===== src/hw/rtl/tsa_pkg.sv =====
// Shared types and codes of the tile slot allocator.
`timescale 1ns / 1ps
`default_nettype none
package tsa_pkg;

	localparam int FIELD_W = 6;
	localparam int ENTRY_W = 2 * FIELD_W;

	typedef enum logic [1:0] {
		OP_ADD     = 2'd0,
		OP_DEL     = 2'd1,
		OP_RETREAT = 2'd2
	} op_t;

	typedef enum logic [1:0] {
		ST_OK       = 2'd0,
		ST_FULL     = 2'd1,
		ST_OVERFLOW = 2'd2,
		ST_BADCOORD = 2'd3
	} status_t;

	// Which value the output register takes on a load.
	typedef enum logic [2:0] {
		RES_ALLOC,
		RES_FULL,
		RES_POS,
		RES_REUSE,
		RES_DELETE
	} res_sel_t;

	typedef struct packed {
		logic     capture;
		logic     pop;
		logic     retreat;
		logic     probe_step;
		logic     probe_done;
		logic     load;
		res_sel_t sel;
	} tsa_cmd_t;

	typedef struct packed {
		logic       fifo_empty;
		logic       probe_full;
		logic       probe_last;
		logic       out_free;
		logic [1:0] op;
	} tsa_stat_t;

endpackage
`default_nettype wire


===== src/hw/rtl/tsa_ram.sv =====
// Generic single-write, single-read RAM with registered read data.
`timescale 1ns / 1ps
`default_nettype none
module tsa_ram #(
	parameter int WIDTH = 12,
	parameter int DEPTH = 16
) (
	input  wire logic                     clk,
	input  wire logic                     we,
	input  wire logic [$clog2(DEPTH)-1:0] waddr,
	input  wire logic [WIDTH-1:0]         wdata,
	input  wire logic                     re,
	input  wire logic [$clog2(DEPTH)-1:0] raddr,
	output logic      [WIDTH-1:0]         rdata
);

	logic [WIDTH-1:0] mem_q [DEPTH];

	always_ff @(posedge clk) begin
		if (we) begin
			mem_q[waddr] <= wdata;
		end
		if (re) begin
			rdata <= mem_q[raddr];
		end
	end

endmodule
`default_nettype wire


===== src/hw/rtl/tsa_ctrl.sv =====
// Sequencing state machine of the tile slot allocator.
`timescale 1ns / 1ps
`default_nettype none
module tsa_ctrl import tsa_pkg::*; (
	input  wire logic      clk,
	input  wire logic      arst_n,
	input  wire logic      s_tvalid,
	output logic           s_tready,
	input  wire tsa_stat_t stat,
	output tsa_cmd_t       cmd
);

	typedef enum logic [2:0] {
		S_IDLE,
		S_DECODE,
		S_PROBE,
		S_EMIT,
		S_REUSE,
		S_FULL,
		S_DEL,
		S_RET
	} state_t;

	state_t state_q, state_d;

	always_comb begin
		state_d = state_q;
		cmd     = '0;
		cmd.sel = RES_ALLOC;
		unique case (state_q)
			S_IDLE: begin
				if (s_tvalid) begin
					cmd.capture = 1'b1;
					state_d     = S_DECODE;
				end
			end
			S_DECODE: begin
				unique case (stat.op)
					OP_ADD: begin
						if (!stat.fifo_empty) begin
							cmd.pop = 1'b1;
							state_d = S_REUSE;
						end else begin
							state_d = S_PROBE;
						end
					end
					OP_DEL:     state_d = S_DEL;
					OP_RETREAT: begin
						cmd.retreat = 1'b1;
						state_d     = S_RET;
					end
					default:    state_d = S_IDLE;
				endcase
			end
			S_PROBE: begin
				// Walk a copy of the cursor over the slots the add needs.
				if (stat.probe_full) begin
					state_d = S_FULL;
				end else if (stat.probe_last) begin
					cmd.probe_done = 1'b1;
					state_d        = S_EMIT;
				end else begin
					cmd.probe_step = 1'b1;
				end
			end
			S_EMIT: begin
				cmd.sel = RES_ALLOC;
				if (stat.out_free) begin
					cmd.load = 1'b1;
					if (stat.probe_last) begin
						state_d = S_IDLE;
					end
				end
			end
			S_REUSE, S_FULL, S_DEL, S_RET: begin
				unique case (state_q)
					S_REUSE: cmd.sel = RES_REUSE;
					S_FULL:  cmd.sel = RES_FULL;
					S_DEL:   cmd.sel = RES_DELETE;
					default: cmd.sel = RES_POS;
				endcase
				if (stat.out_free) begin
					cmd.load = 1'b1;
					state_d  = S_IDLE;
				end
			end
			default: state_d = S_IDLE;
		endcase
	end

	always_ff @(posedge clk or negedge arst_n) begin
		if (!arst_n) begin
			state_q  <= S_IDLE;
			s_tready <= 1'b1;
		end else begin
			state_q  <= state_d;
			s_tready <= (state_d == S_IDLE);
		end
	end

endmodule
`default_nettype wire


===== src/hw/rtl/tsa_datapath.sv =====
// Cursor, free-slot queue, configuration and output register of the allocator.
`timescale 1ns / 1ps
`default_nettype none
module tsa_datapath import tsa_pkg::*; #(
	parameter int COLUMNS    = 64,
	parameter int ROWS       = 64,
	parameter int FREE_DEPTH = 16
) (
	input  wire logic         clk,
	input  wire logic         arst_n,
	input  wire logic         cfg_we,
	input  wire logic [6:0]   cfg_wdata,
	output logic      [6:0]   atlas_columns,
	input  wire logic [15:0]  s_tdata,
	input  wire tsa_cmd_t     cmd,
	output tsa_stat_t         stat,
	output logic              m_tvalid,
	input  wire logic         m_tready,
	output logic      [15:0]  m_tdata,
	output logic              m_tlast
);

	localparam int CW   = $clog2(COLUMNS);
	localparam int CNW  = $clog2(COLUMNS + 1);
	localparam int RW   = $clog2(ROWS + 1);
	localparam int AW   = $clog2(FREE_DEPTH);
	localparam int NW   = $clog2(FREE_DEPTH + 1);
	localparam int CMPW = (CNW > 7) ? CNW : 7;
	localparam int RCW  = (RW > FIELD_W) ? RW : FIELD_W;

	logic [CW-1:0]      cur_col_q, prb_col_q;
	logic [RW-1:0]      cur_row_q, prb_row_q;
	logic [1:0]         k_q;
	logic [1:0]         op_q, size_q;
	logic [FIELD_W-1:0] scol_q, srow_q;
	logic [AW-1:0]      head_q, tail_q;
	logic [NW-1:0]      count_q;
	logic [ENTRY_W-1:0] rd_entry;
	logic [CNW-1:0]     cols;
	logic [CMPW-1:0]    cfg_ext;
	logic [CW-1:0]      last_col;
	logic [1:0]         n_minus_1;
	logic               del_bad, fifo_full, push;
	status_t            del_status;
	logic [FIELD_W-1:0] res_col, res_row;
	status_t            res_status;
	logic               res_last;
	logic [CW-1:0]      nxt_cur_col, nxt_prb_col;
	logic [RW-1:0]      nxt_cur_row, nxt_prb_row;

	// Column count saturated to 1..COLUMNS; zero acts as one.
	always_comb begin
		cfg_ext = CMPW'(atlas_columns);
		if (cfg_ext == '0) begin
			cols = CNW'(1);
		end else if (cfg_ext > CMPW'(COLUMNS)) begin
			cols = CNW'(COLUMNS);
		end else begin
			cols = CNW'(cfg_ext);
		end
	end
	assign last_col = CW'(cols - CNW'(1));

	// Raster step: any column at or past the last one wraps to the next row.
	always_comb begin
		if (cur_col_q >= last_col) begin
			nxt_cur_col = '0;
			nxt_cur_row = cur_row_q + RW'(1);
		end else begin
			nxt_cur_col = cur_col_q + CW'(1);
			nxt_cur_row = cur_row_q;
		end
		if (prb_col_q >= last_col) begin
			nxt_prb_col = '0;
			nxt_prb_row = prb_row_q + RW'(1);
		end else begin
			nxt_prb_col = prb_col_q + CW'(1);
			nxt_prb_row = prb_row_q;
		end
	end

	always_comb begin
		case (size_q)
			2'd0:    n_minus_1 = 2'd0;
			2'd3:    n_minus_1 = 2'd3;
			default: n_minus_1 = 2'd1;
		endcase
	end

	assign fifo_full = (count_q == NW'(FREE_DEPTH));
	assign del_bad   = (CMPW'(scol_q) >= CMPW'(cols)) || (RCW'(srow_q) >= RCW'(ROWS));
	assign del_status = del_bad ? ST_BADCOORD : (fifo_full ? ST_OVERFLOW : ST_OK);
	assign push = cmd.load && (cmd.sel == RES_DELETE) && (del_status == ST_OK);

	assign stat.fifo_empty = (count_q == '0);
	assign stat.probe_full = (prb_row_q >= RW'(ROWS));
	assign stat.probe_last = (k_q == n_minus_1);
	assign stat.out_free   = !m_tvalid || m_tready;
	assign stat.op         = op_q;

	always_comb begin
		res_col    = FIELD_W'(cur_col_q);
		res_row    = FIELD_W'(cur_row_q);
		res_status = ST_OK;
		res_last   = 1'b1;
		case (cmd.sel)
			RES_ALLOC: res_last = (k_q == n_minus_1);
			RES_FULL:  res_status = ST_FULL;
			RES_REUSE: begin
				res_col = rd_entry[FIELD_W-1:0];
				res_row = rd_entry[ENTRY_W-1:FIELD_W];
			end
			RES_DELETE: begin
				res_col    = scol_q;
				res_row    = srow_q;
				res_status = del_status;
			end
			default: res_last = 1'b1;
		endcase
	end

	tsa_ram #(
		.WIDTH(ENTRY_W),
		.DEPTH(FREE_DEPTH)
	) u_free_ram (
		.clk  (clk),
		.we   (push),
		.waddr(tail_q),
		.wdata({srow_q, scol_q}),
		.re   (cmd.pop),
		.raddr(head_q),
		.rdata(rd_entry)
	);

	// Captured beat fields and output payload need no reset.
	always_ff @(posedge clk) begin
		if (cmd.capture) begin
			op_q   <= s_tdata[1:0];
			size_q <= s_tdata[3:2];
			scol_q <= s_tdata[9:4];
			srow_q <= s_tdata[15:10];
		end
		if (cmd.load) begin
			m_tdata <= {2'b00, res_status, res_row, res_col};
			m_tlast <= res_last;
		end
	end

	always_ff @(posedge clk or negedge arst_n) begin
		if (!arst_n) begin
			atlas_columns <= 7'd64;
			cur_col_q     <= '0;
			cur_row_q     <= '0;
			prb_col_q     <= '0;
			prb_row_q     <= '0;
			k_q           <= '0;
			head_q        <= '0;
			tail_q        <= '0;
			count_q       <= '0;
			m_tvalid      <= 1'b0;
		end else begin
			if (cfg_we) begin
				atlas_columns <= cfg_wdata;
			end
			if (cmd.capture) begin
				prb_col_q <= cur_col_q;
				prb_row_q <= cur_row_q;
				k_q       <= '0;
			end
			if (cmd.probe_step) begin
				prb_col_q <= nxt_prb_col;
				prb_row_q <= nxt_prb_row;
				k_q       <= k_q + 2'd1;
			end
			if (cmd.probe_done) begin
				k_q <= '0;
			end
			if (cmd.retreat) begin
				if (cur_col_q == '0) begin
					if (cur_row_q != '0) begin
						cur_row_q <= cur_row_q - RW'(1);
						cur_col_q <= last_col;
					end
				end else begin
					cur_col_q <= cur_col_q - CW'(1);
				end
			end
			if (cmd.load && (cmd.sel == RES_ALLOC)) begin
				cur_col_q <= nxt_cur_col;
				cur_row_q <= nxt_cur_row;
				k_q       <= k_q + 2'd1;
			end
			if (cmd.pop) begin
				head_q  <= (head_q == AW'(FREE_DEPTH - 1)) ? '0 : head_q + AW'(1);
				count_q <= count_q - NW'(1);
			end
			if (push) begin
				tail_q  <= (tail_q == AW'(FREE_DEPTH - 1)) ? '0 : tail_q + AW'(1);
				count_q <= count_q + NW'(1);
			end
			if (cmd.load) begin
				m_tvalid <= 1'b1;
			end else if (m_tready) begin
				m_tvalid <= 1'b0;
			end
		end
	end

endmodule
`default_nettype wire


===== src/hw/rtl/tile_slot_allocator.sv =====
// Top level of the tile slot allocator: configuration port and unit wiring.
//
// The allocator handles one command beat at a time. An add that reuses a freed
// slot, a delete and a retreat each pass from decode to a result state, which
// loads the result once the output register is free and then returns to idle;
// an unused opcode returns to idle from decode. An add served from the cursor
// first walks a probe over the slots it needs (1, 2 or 4), one slot per cycle,
// and then emits one slot per cycle while the result side accepts. Freed slots
// sit in a FREE_DEPTH entry RAM whose read is issued while the beat is decoded,
// so a reuse costs no more than a delete. A new command beat is taken while the
// last result still waits in the output register. The only register,
// atlas_columns, lies at byte address 0.
`timescale 1ns / 1ps
`default_nettype none
module tile_slot_allocator import tsa_pkg::*; #(
	parameter int COLUMNS    = 64,
	parameter int ROWS       = 64,
	parameter int FREE_DEPTH = 16
) (
	input  wire logic        clk,
	input  wire logic        arst_n,
	input  wire logic        psel,
	input  wire logic        penable,
	input  wire logic        pwrite,
	input  wire logic [2:0]  paddr,
	input  wire logic [31:0] pwdata,
	output logic      [31:0] prdata,
	output logic             pready,
	input  wire logic        s_tvalid,
	output logic             s_tready,
	// opcode[1:0], tile_size[3:2], slot_col[9:4], slot_row[15:10]
	input  wire logic [15:0] s_tdata,
	output logic             m_tvalid,
	input  wire logic        m_tready,
	// out_col[5:0], out_row[11:6], status[13:12], zero[15:14]
	output logic      [15:0] m_tdata,
	output logic             m_tlast
);

	tsa_cmd_t   cmd;
	tsa_stat_t  stat;
	logic       cfg_sel, cfg_we;
	logic [6:0] atlas_columns;

	assign pready  = 1'b1;
	assign cfg_sel = (paddr[2] == 1'b0);
	assign cfg_we  = psel && penable && pwrite && pready && cfg_sel;
	assign prdata  = cfg_sel ? {25'd0, atlas_columns} : 32'd0;

	tsa_ctrl u_ctrl (
		.clk     (clk),
		.arst_n  (arst_n),
		.s_tvalid(s_tvalid),
		.s_tready(s_tready),
		.stat    (stat),
		.cmd     (cmd)
	);

	tsa_datapath #(
		.COLUMNS   (COLUMNS),
		.ROWS      (ROWS),
		.FREE_DEPTH(FREE_DEPTH)
	) u_dp (
		.clk          (clk),
		.arst_n       (arst_n),
		.cfg_we       (cfg_we),
		.cfg_wdata    (pwdata[6:0]),
		.atlas_columns(atlas_columns),
		.s_tdata      (s_tdata),
		.cmd          (cmd),
		.stat         (stat),
		.m_tvalid     (m_tvalid),
		.m_tready     (m_tready),
		.m_tdata      (m_tdata),
		.m_tlast      (m_tlast)
	);

endmodule
`default_nettype wire


===== config.mk =====
export PLATFORM = sky130hd
export DESIGN_NAME = tile_slot_allocator
export DESIGN_NICKNAME = d
export VERILOG_FILES = /design/src/hw/rtl/tsa_pkg.sv /design/src/hw/rtl/tsa_ram.sv /design/src/hw/rtl/tsa_ctrl.sv /design/src/hw/rtl/tsa_datapath.sv /design/src/hw/rtl/tile_slot_allocator.sv
export SDC_FILE = /design/constraint.sdc
export NUM_CORES = 1
export LEC_CHECK = 0
export ABC_CLOCK_PERIOD_IN_PS = 5300
export BUFFER_PORTS_ARGS = -buffer_cell sky130_fd_sc_hd__buf_2
export CAP_MARGIN = 20
export CELL_PAD_IN_SITES_DETAIL_PLACEMENT = 0
export CELL_PAD_IN_SITES_GLOBAL_PLACEMENT = 1
export CORE_MARGIN = 8
export CORE_UTILIZATION = 51
export DETAILED_ROUTE_END_ITERATION = 6
export MAX_ROUTING_LAYER = met4
export PLACE_DENSITY = 0.87
export SLEW_MARGIN = 20
export SYNTH_ARGS = -nofsm -noshare
export SYNTH_HDL_FRONTEND = slang
export SYNTH_SLANG_ARGS = --single-unit

===== constraint.sdc =====
create_clock -name clk -period 5.3 [get_ports clk]
set_input_delay 1.06 -clock clk [delete_from_list [all_inputs] [get_ports clk]]
set_output_delay 1.06 -clock clk [all_outputs]
set_load 0.1 [all_outputs]

==> results.json, run 1 <==
{
  "status": "completed",
  "track_usage_pct": 18.3,
  "clock_latency_ns": 0.56,
  "max_freq_ghz": 0.242,
  "cts_tree": "yes",
  "worstMarginPinSlew_ns": 1.01,
  "dieHeight_um": 177,
  "place_ws_ns": 1.22,
  "timing.final.crit_period_ns": 4.13,
  "rsz0062_at_grt": "false",
  "io_buffers": 54,
  "worstPathMaxFanout": 16,
  "setup-violations-final": 0,
  "holdPathEnd": "u_dp.cur_row_q[6]",
  "async_reset_ff_share_pct": 18.4,
  "drtAntennaViolNets": 0,
  "drt_pass1_iterations": 5,
  "post-route-period-util_pct": 78.0,
  "p_leak_uw": 0.00522,
  "required_ns": 5.75,
  "postCtsSetupBuffers": 0,
  "path_class": "reg2reg",
  "fp.coreArea_um2": 25700,
  "syn_avg_cell_area_um2": 15.3,
  "r2r-end": "u_dp.prb_col_q[0]",
  "slew_headroom_pct": 31.9,
  "cp-end-kind": "register",
  "final_common_cell": "edfxtp_1",
  "vias": 7489,
  "grt_max_degree": 54,
  "drc_errors": 0,
  "netlist_instances": 861,
  "cts_repair_resize_count": 0,
  "p_total_uw": 8050,
  "synthDistinctLibCells": 67,
  "final_max_slew_viol_count": 0,
  "die_area_um2": 31200,
  "synth_top_area_share_pct": 53.6,
  "rr_worst_depth": 12,
  "antenna_found_initial": 0,
  "cts-root-buf": "clkbuf_16",
  "diodes": 0,
  "synthFlopType": "edfxtp_1",
  "synthTopCellsByArea": "edfxtp_1, dfrtp_1, mux4_2, ha_1, mux2i_1",
  "clk_pin_slew_worst_paths_ns": 0.06,
  "cp-startpoint": "u_dp.atlas_columns[6]",
  "synth-warning-count": 0,
  "worstHoldPathCells": 1,
  "start_util_pct": 51.3,
  "start_kind": "register",
  "numCtsBuffers": 30,
  "maxCapViolCount": 0,
  "clock_sinks": 288,
  "seq_area_um2": 8390,
  "rows": 59,
  "die_width_um": 177,
  "hold_viol_final": 0,
  "drt-wirelength-per-cell_um": 21.8,
  "ios": 110,
  "initialDrtViolationCount": 566,
  "syn2layout_area_growth_pct": 11.6,
  "grt_pass1_wl_um": 43200,
  "cts_max_level": 1,
  "drive_above_1_share_pct": 20.7,
  "rrSetupSlack_ns": 1.17,
  "syn_area_um2": 13200,
  "fin_tns_setup_ns": 0,
  "dpl.hpwl_um": 17700,
  "r2r_start": "u_dp.atlas_columns[6]",
  "layout_setup_ws_ns": 1.17,
  "worstHoldStart": "u_dp.cur_row_q[6]",
  "worstHoldPathType": "reg2reg",
  "synth_edf_count": 235,
  "grt_pass1_vias": 7505,
  "ys_seq_elements": 288,
  "routabilityCongestion": 0.784,
  "cp.arrival_ns": 4.58,
  "ys_seq_area_share_pct": 63.7,
  "skew_ns": 0.00715,
  "grt_overflow_total": 0,
  "power_density_nw_per_um2": 548,
  "layout_common_cells": "edfxtp_1, buf_2, mux4_2, dfrtp_1, ha_1",
  "vias_per_cell": 5.87,
  "vdd_ir_drop_max_mv": 0.463,
  "wl_um": 27800,
  "hold_buffers": 0,
  "multiInputGateArea_um2": 4440,
  "fill_cells": 1993,
  "cts_max_path_buffers": 3,
  "yosysTopAreaCell": "edfxtp_1",
  "layout.nets": 1019
}
-- where the power goes --
group / internal [uW] / switching (uW) / leakage [uW]
clock network: 1200 / 864 / 0.000467
logic: 1040 / 1540 / 0.00201
registers: 2840 / 563 / 0.00275
total: 5080 / 2960 / 0.00522
-- cells by family after synthesis --
logic type                 Yosys count  synth area share, %
DFF                                288                 63.7
and+or+nand+nor                    169                 7.32
AOI/OAI and AO/OA                  151                 7.87
muxes                               95                 11.9
buffers and inverters               92                 3.55
adders and majority gates           43                 4.20
xor gates and xnor gates            21                 1.40
other                                2               0.0570
-- worst max path at each step --
| stage | endpoint |
|---|---|
| detailed placement | u_dp.prb_col_q[3] |
| global placement | u_dp.count_q[4] |
| global route | u_dp.count_q[4] |
| CTS | u_dp.prb_col_q[0] |
| finish | u_dp.prb_col_q[0] |
| floorplan | u_dp.u_free_ram.mem_q[0][0] |
-- routing by layer --
metal,GRT usage (%),wire length (um),share of wire (%),up-vias
li1,-,-,-,3428
met1,24.7,12100,44,3784
met2,29.1,13300,48,226
met3,2.65,1700,6.1,51
met4,4.76,718,2.6,0
met5,-,0,0,-
-- synth_stat cells (16+ instances only) --
cell type and number:
a211oi_1 19, a21oi_1 38, buf_4 28, clkbuf_1 19, dfrtp_1 51, edfxtp_1 235, ha_1 41, inv_1 22
mux2_2 16, mux2i_1 31, mux4_2 48, nand2_1 33, nand3_1 19, nor2_1 17, nor2b_1 28, o21ai_0 29
-- state kept, by name, summed over array words and instances (netlist names), 5 cells and up --
| name | flops |
|---|---|
| u_dp.prb_col_q | 6 |
| u_dp.cur_row_q | 7 |
| u_dp.scol_q | 6 |
| u_dp.u_free_ram.mem_q | 192 |
| u_dp.prb_row_q | 7 |
| u_dp.cur_col_q | 6 |
| u_dp.count_q | 5 |
| u_dp.u_free_ram.rdata | 12 |
| u_dp.atlas_columns | 7 |
| u_dp.m_tdata | 14 |
| u_dp.srow_q | 6 |
-- worst max-delay path: stages (launching register included) --
cell and delay (ns):
dfstp_2 0.67, nand2b_1 0.14, o41ai_1 0.07, buf_4 0.16, inv_1 0.10, ha_1 0.21
or4b_2 0.60, o211a_1 0.20, ha_1 0.30, a21o_1 0.18, a221oi_1 0.75, nand2_1 0.39
o221ai_1 0.25
-- final cells by class --
class	count	share of cell area, %
clock buffer	37	5.29
inverter	24	0.613
tap	335	2.85
sequential	288	57.1
timing repair buffer	67	2.50
clock inverter	18	1.39
multi-input combinational	507	30.2
-- metrics by stage --
stage | cell area [um^2] | instances | hold WS [ns] | util [%]
2_1_floorplan | 13300 | 887 | 0.479 | -
3_3_place_gp | 13700 | 1221 | 0.521 | 53.4
3_5_place_dp | 13700 | 1221 | 0.515 | 53.4
4_1_cts | 14700 | 1276 | 0.535 | 57.2
5_1_grt | 14700 | 1276 | 0.575 | 57.2
6_report | 14700 | 1276 | 0.533 | 57.2
(Power assumes the default switching activity.)
==> inputs of run 2 (changes only) <==
--- a/config.mk
+++ b/config.mk
@@ -5,7 +5,7 @@
 export SDC_FILE = /design/constraint.sdc
 export NUM_CORES = 1
 export LEC_CHECK = 0
-export ABC_CLOCK_PERIOD_IN_PS = 5300
+export ABC_CLOCK_PERIOD_IN_PS = 4300
 export BUFFER_PORTS_ARGS = -buffer_cell sky130_fd_sc_hd__buf_2
 export CAP_MARGIN = 20
 export CELL_PAD_IN_SITES_DETAIL_PLACEMENT = 0
==> constraint.sdc (replaced) <==
create_clock -name clk -period 4.3 [get_ports clk]
set_input_delay 0.86 -clock clk [delete_from_list [all_inputs] [get_ports clk]]
set_output_delay 0.86 -clock clk [all_outputs]
set_load 0.1 [all_outputs]
==> run 2 against run 1 <==
Net effect: fmax increased by 12%; register-to-register slack got worse by 0.56 ns; wire length increased by 0.65%; global-route usage increased by 0.25 points; first-iteration DRC count increased by 14%; setup slack got worse by 0.56 ns; via count increased by 1.1%; sequential share of layout area decreased by 0.52 points; sequential power increased by 21%; combinational power increased by 28%.
==> results.json, run 2 (synthesis results as in run 1) <==
{
  "rr_worst_depth": 13,
  "layout.cells.non_filler": 1286,
  "setup-violations-final": 0,
  "maxCapViolCount": 0,
  "clock_sinks": 288,
  "grt_max_degree": 29,
  "top_regs": "u_dp.u_free_ram.mem_q: 192 flops, u_dp.m_tdata: 14 flops, u_dp.u_free_ram.rdata: 12 flops",
  "postCtsSetupBuffers": 0,
  "slew_headroom_pct": 45.3,
  "cts_max_path_buffers": 3,
  "grt_pass1_vias": 7685,
  "path_class": "reg2reg",
  "r2r_start": "u_dp.atlas_columns[6]",
  "grt_overflow_total": 0,
  "rsz0062_at_grt": "false",
  "rrSetupSlack_ns": 0.60,
  "cp.arrival_ns": 4.17,
  "worstPathMaxFanout": 16,
  "vias_per_cell": 5.89,
  "layout.nets": 1029,
  "status": "completed",
  "vias": 7575,
  "skew_ns": 0.0145,
  "drtAntennaViolNets": 0,
  "clk_pin_slew_worst_paths_ns": 0.06,
  "drive_above_1_share_pct": 21.9,
  "rows": 59,
  "layout_common_cells": "edfxtp_1, buf_2, mux4_2, dfrtp_1, ha_1",
  "cp_top_family": "compound AO/OA/AOI/OAI gates",
  "cp-end-kind": "register",
  "p_leak_uw": 0.00531,
  "fin_tns_setup_ns": 0,
  "path_buf_inv": 3,
  "ios": 110,
  "cts_repair_resize_count": 0,
  "cts_tree": "yes",
  "cts_max_level": 1,
  "fp.coreArea_um2": 25700,
  "worst_path_largest_cell_delay_ns": 0.66,
  "clock_latency_ns": 0.57,
  "grt_pass1_wl_um": 44000,
  "final_max_slew_viol_count": 0,
  "largest_register_ffs": 192,
  "post-route-period-util_pct": 86.0,
  "io_buffers": 54,
  "syn2layout_area_growth_pct": 12.5,
  "worstHoldPathType": "in2async",
  "largest_register": "u_dp.u_free_ram.mem_q",
  "worstMarginPinSlew_ns": 0.821,
  "hold_buffers": 0,
  "hold_viol_final": 0,
  "drt_pass1_iterations": 5,
  "dieHeight_um": 177,
  "power_density_nw_per_um2": 685,
  "diodes": 0,
  "dpl.hpwl_um": 18300,
  "dp_cells": 1231,
  "routabilityCongestion": 0.816,
  "die_area_um2": 31200,
  "r2r-end": "u_dp.cur_col_q[5]",
  "die_width_um": 177,
  "slowest_stage": "dfstp_2",
  "vdd_ir_drop_max_mv": 0.545,
  "drt-wirelength-per-cell_um": 21.8,
  "drc_errors": 0,
  "max_freq_ghz": 0.270,
  "cp-startpoint": "u_dp.atlas_columns[6]",
  "timing.final.crit_period_ns": 3.70,
  "required_ns": 4.77,
  "numCtsBuffers": 30,
  "antenna_found_initial": 0,
  "start_kind": "register",
  "wl_um": 28000,
  "initialDrtViolationCount": 644,
  "cts-root-buf": "clkbuf_16",
  "start_util_pct": 51.3,
  "path_cells": "nand2b_1 -> o41ai_1 -> buf_4 -> inv_1 -> ha_1 -> or4b_2 -> o211a_1 -> ha_1 -> and3_1 -> a2111oi_4 -> buf_4 -> a21oi_1 -> o22ai_1",
  "final_common_cell": "edfxtp_1",
  "track_usage_pct": 18.6
}
==> run 2: worst max path at each step <==
| stage | endpoint | slack [ns] | depth (start not counted) |
|---|---|---|---|
| 2_1_floorplan | u_dp.u_free_ram.mem_q[0][0] | -0.08 | 9 |
| 4_1_cts | u_dp.cur_col_q[5] | 0.61 | 13 |
| 3_3_place_gp | u_dp.cur_row_q[5] | 0.67 | 12 |
| 6_report | u_dp.cur_col_q[5] | 0.60 | 13 |
| 5_1_grt | u_dp.cur_col_q[0] | 0.35 | 13 |
| 3_5_place_dp | u_dp.cur_col_q[5] | 0.64 | 13 |
==> run 2: worst reg2reg max path: stages (launching register included) <==
cell and delay [ns]:
dfstp_2 0.66, nand2b_1 0.14, o41ai_1 0.06, buf_4 0.16
inv_1 0.09, ha_1 0.21, or4b_2 0.59, o211a_1 0.21
ha_1 0.31, and3_1 0.22, a2111oi_4 0.43, buf_4 0.24
a21oi_1 0.08, o22ai_1 0.20
==> run 2: layout make-up <==
class                   instances  area, um^2
clock inverters                23         280
flip-flops and latches        288        8390
inverters                      24        90.1
clock buffers                  32         758
fillers                      1974       10900
repair buffers                 77         443
multi-input cells             507        4440
well taps                     335         419
==> run 2: routing by layer <==
layer  part of all wire, %  GRT usage, %
met5                     0             -
met4                   2.6          5.46
met3                   4.9          2.35
met2                    48          29.2
met1                    44          25.2
==> run 2: through the flow <==
step	util (%)	setup WS [ns]	power [uW]	cell area, um^2	hold WS (ns)
after CTS	57.7	0.606	10200	14800	0.369
after floorplan	-	-0.0819	6630	13300	0.479
after detailed placement	53.7	0.639	7490	13800	0.512
after global placement	53.7	0.666	7410	13800	0.510
after global routing	57.7	0.348	10700	14800	0.408
final	57.7	0.603	10100	14800	0.358
==> run 2: power breakdown <==
part / internal, uW / total [uW] / switching (uW) / leakage, uW
Clock: 1630 / 2710 / 1080 / 0.000502
Sequential: 3500 / 4130 / 633 / 0.00275
Combinational: 1330 / 3300 / 1970 / 0.00206
Total: 6470 / 10100 / 3680 / 0.00531
